**src/sv/magic_type_length_deframer_top_defines.svh**
```systemverilog
// assertion macros for the magic/type/length deframer
// used by magic_type_length_deframer_top, no other dependencies
`ifndef MAGIC_TYPE_LENGTH_DEFRAMER_TOP_DEFINES_SVH
`define MAGIC_TYPE_LENGTH_DEFRAMER_TOP_DEFINES_SVH

// same-cycle implication, disabled during reset
`define MTLD_ASSERT_SAME(lbl, clk, rst_n, ante, cons) \
    lbl: assert property (@(posedge clk) disable iff (!rst_n) (ante) |-> (cons)) \
        else $error("mtld assertion failed");

// next-cycle implication, disabled during reset
`define MTLD_ASSERT_NEXT(lbl, clk, rst_n, ante, cons) \
    lbl: assert property (@(posedge clk) disable iff (!rst_n) (ante) |=> (cons)) \
        else $error("mtld assertion failed");

`endif

```
**src/sv/mtld_pkg.sv**
```systemverilog
// shared types and constants for the magic/type/length deframer
// no dependencies
package mtld_pkg;

    localparam logic [3:0]  HDR_BYTES      = 4'd13;
    localparam logic [3:0]  MAGIC_BYTES    = 4'd4;
    localparam logic [3:0]  TYPE_POS       = 4'd4;
    localparam logic [3:0]  SESSION_END    = 4'd9;
    localparam logic [3:0]  HDR_LAST_POS   = 4'd12;
    localparam logic [31:0] MAGIC_RESET    = 32'h4642_4541;
    localparam int          CMDQ_DEPTH_DEF = 4;

    typedef enum logic [1:0] {
        KIND_HEADER  = 2'd0,
        KIND_PAYLOAD = 2'd1,
        KIND_STATUS  = 2'd2
    } t_kind;

    typedef enum logic [1:0] {
        ST_OK        = 2'd0,
        ST_SHORT     = 2'd1,
        ST_BAD_MAGIC = 2'd2,
        ST_TRUNC     = 2'd3
    } t_status;

    typedef enum logic {
        BK_ITEM   = 1'b0,
        BK_STATUS = 1'b1
    } t_back_state;

    // one classified input byte: an optional header/payload result and an optional status
    typedef struct packed {
        logic        emit_item;
        t_kind       item_kind;
        logic [7:0]  msg_type;
        logic [31:0] session;
        logic [31:0] payload_length;
        logic [7:0]  data_byte;
        logic        emit_status;
        t_status     status;
    } t_cmd;

    typedef struct packed {
        t_kind       kind;
        logic [7:0]  msg_type;
        logic [31:0] session;
        logic [31:0] payload_length;
        logic [7:0]  data_byte;
        t_status     status;
        logic        end_of_run;
    } t_res;

endpackage

```
**src/sv/mtld_front.sv**
```systemverilog
// front end: header capture, magic check, payload countdown, classification
// depends on mtld_pkg
module mtld_front (
    input  logic            i_clk,
    input  logic            i_rst_n,
    input  logic            i_cfg_wr_en,
    input  logic [31:0]     i_cfg_wr_data,
    input  logic            i_accept,
    input  logic [7:0]      i_byte,
    input  logic            i_last,
    output logic            o_cmd_vld,
    output mtld_pkg::t_cmd  o_cmd
);
    import mtld_pkg::*;

    logic [31:0] r_magic;
    logic [3:0]  r_pos,  n_pos;
    logic        r_mm,   n_mm;
    logic [7:0]  r_type, n_type;
    logic [31:0] r_ses,  n_ses;
    logic [31:0] r_len,  n_len;
    logic [31:0] r_rem,  n_rem;
    logic [7:0]  want;
    t_cmd        cmd;

    always_comb begin
        case (r_pos[1:0])
            2'd0:    want = r_magic[31:24];
            2'd1:    want = r_magic[23:16];
            2'd2:    want = r_magic[15:8];
            default: want = r_magic[7:0];
        endcase
    end

    always_comb begin
        n_pos  = (r_pos < HDR_BYTES) ? r_pos + 4'd1 : r_pos;
        n_mm   = r_mm;
        n_type = r_type;
        n_ses  = r_ses;
        n_len  = r_len;
        n_rem  = r_rem;

        cmd                = '0;
        cmd.item_kind      = KIND_HEADER;
        cmd.status         = ST_OK;

        if (r_pos < MAGIC_BYTES) begin
            if (i_byte != want) begin
                n_mm = 1'b0;
            end
        end else if (r_pos == TYPE_POS) begin
            n_type = i_byte;
        end else if (r_pos < SESSION_END) begin
            n_ses = {r_ses[23:0], i_byte};
        end else if (r_pos < HDR_BYTES) begin
            n_len = {r_len[23:0], i_byte};
            if (r_pos == HDR_LAST_POS && r_mm) begin
                n_rem              = n_len;
                cmd.emit_item      = 1'b1;
                cmd.item_kind      = KIND_HEADER;
                cmd.msg_type       = r_type;
                cmd.session        = r_ses;
                cmd.payload_length = n_len;
            end
        end else if (r_mm && r_rem != 32'd0) begin
            cmd.emit_item = 1'b1;
            cmd.item_kind = KIND_PAYLOAD;
            cmd.data_byte = i_byte;
            n_rem         = r_rem - 32'd1;
        end

        if (i_last) begin
            cmd.emit_status = 1'b1;
            if (n_pos < HDR_BYTES) begin
                cmd.status = ST_SHORT;
            end else if (!n_mm) begin
                cmd.status = ST_BAD_MAGIC;
            end else if (n_rem != 32'd0) begin
                cmd.status = ST_TRUNC;
            end else begin
                cmd.status = ST_OK;
            end
            n_pos  = '0;
            n_mm   = 1'b1;
            n_type = '0;
            n_ses  = '0;
            n_len  = '0;
            n_rem  = '0;
        end
    end

    always_ff @(posedge i_clk) begin
        if (!i_rst_n) begin
            r_magic <= MAGIC_RESET;
        end else if (i_cfg_wr_en) begin
            r_magic <= i_cfg_wr_data;
        end
    end

    always_ff @(posedge i_clk) begin
        if (!i_rst_n) begin
            r_pos  <= '0;
            r_mm   <= 1'b1;
            r_type <= '0;
            r_ses  <= '0;
            r_len  <= '0;
            r_rem  <= '0;
        end else if (i_accept) begin
            r_pos  <= n_pos;
            r_mm   <= n_mm;
            r_type <= n_type;
            r_ses  <= n_ses;
            r_len  <= n_len;
            r_rem  <= n_rem;
        end
    end

    assign o_cmd_vld = i_accept && (cmd.emit_item || cmd.emit_status);
    assign o_cmd     = cmd;

endmodule

```
**src/sv/mtld_cmdq.sv**
```systemverilog
// short command queue between front and back end
// depends on mtld_pkg
module mtld_cmdq #(
    parameter int DEPTH = mtld_pkg::CMDQ_DEPTH_DEF
) (
    input  logic            i_clk,
    input  logic            i_rst_n,
    input  logic            i_wr_en,
    input  mtld_pkg::t_cmd  i_wr_data,
    input  logic            i_rd_en,
    output mtld_pkg::t_cmd  o_rd_data,
    output logic            o_full,
    output logic            o_empty
);
    import mtld_pkg::*;

    localparam int PW = (DEPTH > 1) ? $clog2(DEPTH) : 1;
    localparam int CW = $clog2(DEPTH + 1);
    localparam logic [PW-1:0] LAST_IDX = PW'(DEPTH - 1);
    localparam logic [CW-1:0] FULL_CNT = CW'(DEPTH);

    t_cmd          r_mem [DEPTH];
    logic [PW-1:0] r_wr, n_wr;
    logic [PW-1:0] r_rd, n_rd;
    logic [CW-1:0] r_cnt, n_cnt;
    logic          wr, rd;

    assign wr = i_wr_en && !o_full;
    assign rd = i_rd_en && !o_empty;

    always_comb begin
        n_wr  = wr ? ((r_wr == LAST_IDX) ? '0 : r_wr + PW'(1)) : r_wr;
        n_rd  = rd ? ((r_rd == LAST_IDX) ? '0 : r_rd + PW'(1)) : r_rd;
        n_cnt = r_cnt + CW'(wr) - CW'(rd);
    end

    always_ff @(posedge i_clk) begin
        if (!i_rst_n) begin
            r_wr  <= '0;
            r_rd  <= '0;
            r_cnt <= '0;
        end else begin
            r_wr  <= n_wr;
            r_rd  <= n_rd;
            r_cnt <= n_cnt;
        end
    end

    always_ff @(posedge i_clk) begin
        if (wr) begin
            r_mem[r_wr] <= i_wr_data;
        end
    end

    assign o_rd_data = r_mem[r_rd];
    assign o_full    = (r_cnt == FULL_CNT);
    assign o_empty   = (r_cnt == '0);

endmodule

```
**src/sv/mtld_back.sv**
```systemverilog
// back end: expands queued commands into result beats through an output register
// depends on mtld_pkg
module mtld_back (
    input  logic            i_clk,
    input  logic            i_rst_n,
    input  logic            i_cmd_vld,
    input  mtld_pkg::t_cmd  i_cmd,
    output logic            o_cmd_pop,
    input  logic            i_pop,
    output logic            o_empty,
    output mtld_pkg::t_res  o_res
);
    import mtld_pkg::*;

    t_back_state r_state, n_state;
    logic        r_vld, n_vld;
    t_res        r_res, n_res;
    logic        load, fire, take_item;

    assign load = !r_vld || i_pop;
    assign fire = load && i_cmd_vld;

    always_comb begin
        n_state = r_state;
        case (r_state)
            BK_ITEM: begin
                if (fire && i_cmd.emit_item && i_cmd.emit_status) begin
                    n_state = BK_STATUS;
                end
            end
            BK_STATUS: begin
                if (fire) begin
                    n_state = BK_ITEM;
                end
            end
            default: n_state = BK_ITEM;
        endcase
    end

    always_comb begin
        take_item = (r_state == BK_ITEM) && i_cmd.emit_item;
        o_cmd_pop = fire && !(take_item && i_cmd.emit_status);
        n_vld     = fire ? 1'b1 : (i_pop ? 1'b0 : r_vld);
        n_res     = r_res;
        if (fire) begin
            n_res        = '0;
            n_res.status = ST_OK;
            if (take_item) begin
                n_res.kind           = i_cmd.item_kind;
                n_res.msg_type       = i_cmd.msg_type;
                n_res.session        = i_cmd.session;
                n_res.payload_length = i_cmd.payload_length;
                n_res.data_byte      = i_cmd.data_byte;
            end else begin
                n_res.kind       = KIND_STATUS;
                n_res.status     = i_cmd.status;
                n_res.end_of_run = 1'b1;
            end
        end
    end

    always_ff @(posedge i_clk) begin
        if (!i_rst_n) begin
            r_state <= BK_ITEM;
            r_vld   <= 1'b0;
        end else begin
            r_state <= n_state;
            r_vld   <= n_vld;
        end
    end

    always_ff @(posedge i_clk) begin
        r_res <= n_res;
    end

    assign o_empty = !r_vld;
    assign o_res   = r_res;

endmodule

```
**src/sv/magic_type_length_deframer_top.sv**
```systemverilog
// Magic/type/length deframer. Bytes of a buffer enter through push/full, one
// byte per cycle with no gaps needed; full rises only when the command queue
// (CMDQ_DEPTH entries) backs up behind a stalled result side. Results leave
// through empty/pop from an output register, one beat per cycle while pop is held. A
// byte that yields a header or payload beat and also closes the buffer yields two
// beats, one after the other; the queue absorbs that. An accepted byte reaches its first
// result beat through the command queue and then the output register. Payload beats
// leave before truncation is known: drop them when the closing status is not ok.
// Depends on mtld_pkg, mtld_front, mtld_cmdq, mtld_back and the defines header.
`include "magic_type_length_deframer_top_defines.svh"

module magic_type_length_deframer_top #(
    parameter int CMDQ_DEPTH = mtld_pkg::CMDQ_DEPTH_DEF
) (
    input  logic        i_clk,
    input  logic        i_rst_n,
    input  logic        i_cfg_wr_en,
    input  logic [31:0] i_cfg_wr_data,
    input  logic        push,
    output logic        full,
    input  logic [7:0]  i_in_byte,
    input  logic        i_in_last,
    output logic        empty,
    input  logic        pop,
    output logic [1:0]  o_kind,
    output logic [7:0]  o_msg_type,
    output logic [31:0] o_session,
    output logic [31:0] o_payload_length,
    output logic [7:0]  o_data_byte,
    output logic [1:0]  o_status,
    output logic        o_end_of_run
);
    import mtld_pkg::*;

    logic accept;
    logic cmd_vld;
    t_cmd cmd_in;
    t_cmd cmd_head;
    logic q_empty;
    logic q_pop;
    t_res res;

    assign accept = push && !full;

    mtld_front u_front (
        .i_clk         (i_clk),
        .i_rst_n       (i_rst_n),
        .i_cfg_wr_en   (i_cfg_wr_en),
        .i_cfg_wr_data (i_cfg_wr_data),
        .i_accept      (accept),
        .i_byte        (i_in_byte),
        .i_last        (i_in_last),
        .o_cmd_vld     (cmd_vld),
        .o_cmd         (cmd_in)
    );

    mtld_cmdq #(
        .DEPTH (CMDQ_DEPTH)
    ) u_cmdq (
        .i_clk     (i_clk),
        .i_rst_n   (i_rst_n),
        .i_wr_en   (cmd_vld),
        .i_wr_data (cmd_in),
        .i_rd_en   (q_pop),
        .o_rd_data (cmd_head),
        .o_full    (full),
        .o_empty   (q_empty)
    );

    mtld_back u_back (
        .i_clk     (i_clk),
        .i_rst_n   (i_rst_n),
        .i_cmd_vld (!q_empty),
        .i_cmd     (cmd_head),
        .o_cmd_pop (q_pop),
        .i_pop     (pop),
        .o_empty   (empty),
        .o_res     (res)
    );

    assign o_kind           = res.kind;
    assign o_msg_type       = res.msg_type;
    assign o_session        = res.session;
    assign o_payload_length = res.payload_length;
    assign o_data_byte      = res.data_byte;
    assign o_status         = res.status;
    assign o_end_of_run     = res.end_of_run;

    `MTLD_ASSERT_SAME(a_eor_only_on_status, i_clk, i_rst_n, !empty, ((o_kind == KIND_STATUS) == o_end_of_run))
    `MTLD_ASSERT_NEXT(a_last_leaves_work, i_clk, i_rst_n, accept && i_in_last, (!q_empty || !empty))
    `MTLD_ASSERT_SAME(a_idle_not_full, i_clk, i_rst_n, q_empty, !full)

endmodule

```
**config.mk**
```make
export PLATFORM = sky130hd
export DESIGN_NAME = magic_type_length_deframer_top
export DESIGN_NICKNAME = d
export VERILOG_FILES = /design/src/sv/mtld_pkg.sv /design/src/sv/mtld_front.sv /design/src/sv/mtld_cmdq.sv /design/src/sv/mtld_back.sv /design/src/sv/magic_type_length_deframer_top.sv
export VERILOG_INCLUDE_DIRS = /design/src /design/src/sv
export SDC_FILE = /design/constraint.sdc
export NUM_CORES = 1
export LEC_CHECK = 0
export ABC_CLOCK_PERIOD_IN_PS = 7600
export BUFFER_PORTS_ARGS = -buffer_cell sky130_fd_sc_hd__buf_2
export CAP_MARGIN = 10
export CORE_MARGIN = 1
export CORE_UTILIZATION = 55
export CTS_CLUSTER_SIZE = 30
export DETAILED_ROUTE_END_ITERATION = 8
export PLACE_DENSITY = 0.78
export REMOVE_ABC_BUFFERS = 1
export SYNTH_ARGS = -nofsm -noshare
export SYNTH_HDL_FRONTEND = slang
export SYNTH_SLANG_ARGS = --single-unit
```
**constraint.sdc**
```tcl
create_clock -name i_clk -period 7.6 [get_ports i_clk]
set_input_delay 0.38 -clock i_clk [delete_from_list [all_inputs] [get_ports i_clk]]
set_output_delay 0.38 -clock i_clk [all_outputs]
set_load 0.02 [all_outputs]
```
==> summary.md <==
The run finished with clean final reports. TritonCTS built the clock tree. The via density per instance came out at 5.977. Dividing total power by cell area gives a power density of 313.8 mW/mm^2. Summed over all layers, the global routing overflow is 0. The logs give 24.82% for the aggregate global-route resource usage and 4.40 ns for the data arrival time at the worst-slack endpoint. The count of pins on the block boundary is 133, and the async set or reset register ratio after synthesis is 0%. The tools report the number of non-filler instances in the completed layout as 2396. The total number of vias was 14320; the shortest clock period the worst path allows after layout was 4.174 ns.

The run gives 0 as the number of antenna diodes. The longest clock path from root to sink contains 3 buffers. The setup path with the least slack is of type reg2reg.

The share of synthesized area in the top cell type comes to 53.50%. Setup violations remaining at the end of the flow were counted as 0. Detailed placement ended at an HPWL of 32.54 mm. The count of nets left with antenna violations once routing finished came out at 0.

The first global-routing pass estimated 83.06 mm of wire. The area share of xor/xnor cells in the synthesized design was 0.4773%; the flip-flop and latch count after synthesis was 569. For the floorplan core area, the log shows 0.04232 sq mm.

Most frequent cell after synthesis: sky130_fd_sc_hd__edfxtp_1. Number of buffers added by the clock tree synthesis step: 55. Counting flops with a built-in enable in the synthesized netlist gives 425.

The die is 210.3 um tall. After synthesis, the most frequently instantiated cells are 425 x sky130_fd_sc_hd__edfxtp_1, 172 x sky130_fd_sc_hd__nor2b_1, 144 x sky130_fd_sc_hd__dfxtp_1, 92 x sky130_fd_sc_hd__and2_1, 92 x sky130_fd_sc_hd__clkbuf_1. Counting the fill cells in the layout gives 3036. After clock tree synthesis, the clock-pin slew on the worst setup and hold paths is 0.06 ns.

For the static leakage power, the log shows 9.422 nW. Summed over all instances, the cell type with the most area after synthesis is sky130_fd_sc_hd__edfxtp_1. The number of sinks on the clock net came out at 569. The worst min-delay path category was in2reg. The die covers 0.04421 sq mm. For the final weighted congestion of routability-driven global placement, the log shows 0.9732. Summing the areas of all compound-gate instances in the mapped netlist gives 6.179% of the synthesized area. The combinational family with the most area after synthesis is simple AND/OR/NAND/NOR gates.

The share of post-route cells with drive strength above 1 came out at 19.90%. At the end of the flow, the number of nets in the layout was 1832. The mean area per synthesized cell works out to 14.31 sq um.

The critical path capture point type is a flop. The maximum number of pins on one net before global-route repair was 117. Max-cap violations in this run came to 0. Summing the areas of all fa, ha and maj instances in the mapped netlist gives 0.7133% of the synthesized area.

Setup repair after global routing left no endpoint under its margin. For the count of final max-slew check failures, the log shows 0. Dividing the final minimum period by the clock period gives 54.92%.

STA puts the critical path data required time at 7.82 ns. After synthesis, the cell types taking the most area are sky130_fd_sc_hd__edfxtp_1 53%, sky130_fd_sc_hd__dfxtp_1 12%, sky130_fd_sc_hd__mux4_2 8.0%, sky130_fd_sc_hd__nor2b_1 4.5%, sky130_fd_sc_hd__mux2i_1 2.6%. The run gives 0.02386 sq mm as the mapped cell area. The number of gates resized after CTS was 0.

The first-pass iteration count of the detailed router was 5; the number of buffers inserted to repair setup after CTS was 0. After floorplanning, the core was divided into 75 placement rows. The cell total after placement is 2284, and the number of port buffers is 132. Number of antenna violations at the first check in global routing: 2. After technology mapping, the gate count stands at 1667. Across the routed clock network, the largest skew measured is 0.01206 ns. The run gives 0 as the synthesis warning total. The total detailed-routing wirelength came out at 53.76 mm. STA classifies the critical path startpoint as a flop. The die span in x is 210.3 um.

In this run, post-CTS hold repair placed 9 buffers. Once layout is done, the placed cells without fillers occupy 0.02693 sq mm. The relative slew slack came out at 25.90%. Summing the areas of all and, or, nand and nor instances in the mapped netlist gives 13.89% of the synthesized area. Across the VDD grid, the largest voltage drop is 0.2026 mV. The clock tree synthesis step divided the H-tree into 2 levels.

Once placement finished, the instance area stood at 0.02501 sq mm. The tools report the number of different library cells in the post-synthesis netlist as 75. After synthesis, the share of cell area in mux cells is 10.72%. The run gives 0 as the final hold violation count. Dividing the detail-routed wire length by the instance count gives 22.44 um.

The worst-path maximum fanout was 53. Number of DRC violations after detailed routing: 0. The slew at the pin closest to its max-slew limit came out at 1.111 ns. The initial utilization of the core area, before any placement, comes to 56.37%. The violation count after the first detailed-route iteration is 1237, and the via count of the first global-routing pass is 14270. The insertion delay to the later sink of the worst-skew pair is 0.61 ns.

The peak clock frequency supported by timing was 239.6 MHz; the sequential element share of the synthesized area was 65.58%. In the synthesized netlist the dominant register cell turns out to be sky130_fd_sc_hd__edfxtp_1. The area added between synthesis and finish came out at 12.89%. CTS placed an instance of sky130_fd_sc_hd__clkbuf_16 at the clock tree root.
==> registers in the layout, summed over array words and instances, names as in the netlist, 4 cells and up, named ones only <==
name and cells:
u_cmdq.r_mem 340, u_back.o_res 85, u_front.r_magic 32, u_front.r_rem 32, u_front.r_ses 32, u_front.r_len 24, u_front.r_type 8, u_front.r_pos 4
==> final cells by class <==
class / instances / area, sq um / share of cell area (%)
Clock inverter: 24 / 217.7 / 0.8084
Inverter: 27 / 101.3 / 0.3763
Clock buffer: 79 / 1609 / 5.975
Sequential cell: 569 / 15650 / 58.12
Multi-Input combinational cell: 952 / 7671 / 28.49
Timing Repair Buffer: 168 / 955.9 / 3.550
Tap cell: 577 / 721.9 / 2.681
==> kinds of logic (layout without fill, tap and decap cells) <==
family,after synthesis,in the layout
AO/OA/AOI/OAI,212,212
XOR/XNOR,13,13
adder cells (fa/ha/maj),13,13
buffers and inverters,146,298
flip-flops,569,569
multiplexers,149,149
AND/OR/NAND/NOR,565,565
==> layout by cell type (no fill, tap or decap), types with 10 or more instances in the layout <==
cell type and count:
sky130_fd_sc_hd__edfxtp_1 425, sky130_fd_sc_hd__nor2_1 46, sky130_fd_sc_hd__clkbuf_1 12, sky130_fd_sc_hd__clkbuf_16 57, sky130_fd_sc_hd__nand3b_1 19, sky130_fd_sc_hd__mux4_2 85
sky130_fd_sc_hd__o21ai_0 31, sky130_fd_sc_hd__buf_2 131, sky130_fd_sc_hd__mux2i_1 63, sky130_fd_sc_hd__nor4_1 15, sky130_fd_sc_hd__nor3b_1 26, sky130_fd_sc_hd__clkinv_2 12
sky130_fd_sc_hd__xnor2_1 10, sky130_fd_sc_hd__dfxtp_1 142, sky130_fd_sc_hd__a21boi_0 31, sky130_fd_sc_hd__and2_1 88, sky130_fd_sc_hd__clkbuf_8 10, sky130_fd_sc_hd__inv_1 27
sky130_fd_sc_hd__nor3_1 17, sky130_fd_sc_hd__nand4_1 16, sky130_fd_sc_hd__nand3_1 11, sky130_fd_sc_hd__a22oi_1 12, sky130_fd_sc_hd__nand2_1 90, sky130_fd_sc_hd__nor2b_1 172
sky130_fd_sc_hd__ha_1 12, sky130_fd_sc_hd__nand2b_1 10, sky130_fd_sc_hd__buf_4 28, sky130_fd_sc_hd__and3_1 16, sky130_fd_sc_hd__a21oi_1 38
==> routing by layer <==
metal	global-route usage (%)	wire length [um]	vias up	share of wire [%]
li1	-	-	6482	-
met1	34.37	22650	7162	42
met2	39.68	25540	544	48
met3	3.695	3561	132	6.6
met4	10.19	1988	2	3.7
met5	0	13	-	0.024
==> path summary, 6_finish.rpt <==
path,from,endpoint,slack [ns],cells after the start
min reg2reg,u_front.r_len[19],u_front.r_len[19],0.47,2
max,u_front.r_rem[0],u_cmdq.r_mem[2][43],3.43,11
min,i_cfg_wr_data[25],u_front.r_magic[25],0.02,3
max reg2reg,u_front.r_rem[0],u_cmdq.r_mem[2][43],3.43,11
==> where the power goes <==
group	internal (mW)	leakage, nW	switching, mW
Combinational	0.687	3.28	1.13
Sequential	3.78	5.24	0.143
Clock	1.58	0.905	1.14
==> metrics by stage <==
step / hold slack, ns / worst slack [ns] / setup TNS (ns) / util, % / total power, mW
after floorplan: 0.4363 / -0.2034 / -0.2034 / - / 5.267
after global placement: 0.4483 / 3.602 / 0 / 59.10 / 5.793
after detailed placement: 0.4587 / 3.509 / 0 / 59.10 / 5.824
after CTS: 0.004333 / 3.484 / 0 / 63.63 / 8.531
after global routing: 0.02451 / 3.154 / 0 / 63.63 / 8.787
final: 0.02108 / 3.426 / 0 / 63.63 / 8.452
==> critical path, cell delays in order (launching register included) <==
cell and delay [ns]:
sky130_fd_sc_hd__dfxtp_1 0.48, sky130_fd_sc_hd__inv_1 0.08, sky130_fd_sc_hd__ha_1 0.26, sky130_fd_sc_hd__nor3b_1 0.16, sky130_fd_sc_hd__buf_4 0.18, sky130_fd_sc_hd__nand3_1 0.15, sky130_fd_sc_hd__nor4_4 0.07, sky130_fd_sc_hd__a21oi_1 0.48
sky130_fd_sc_hd__nor2_1 0.08, sky130_fd_sc_hd__nor2_1 0.45, sky130_fd_sc_hd__and2_4 0.60, sky130_fd_sc_hd__buf_4 0.74
Power figures use the tool's default switching activity.
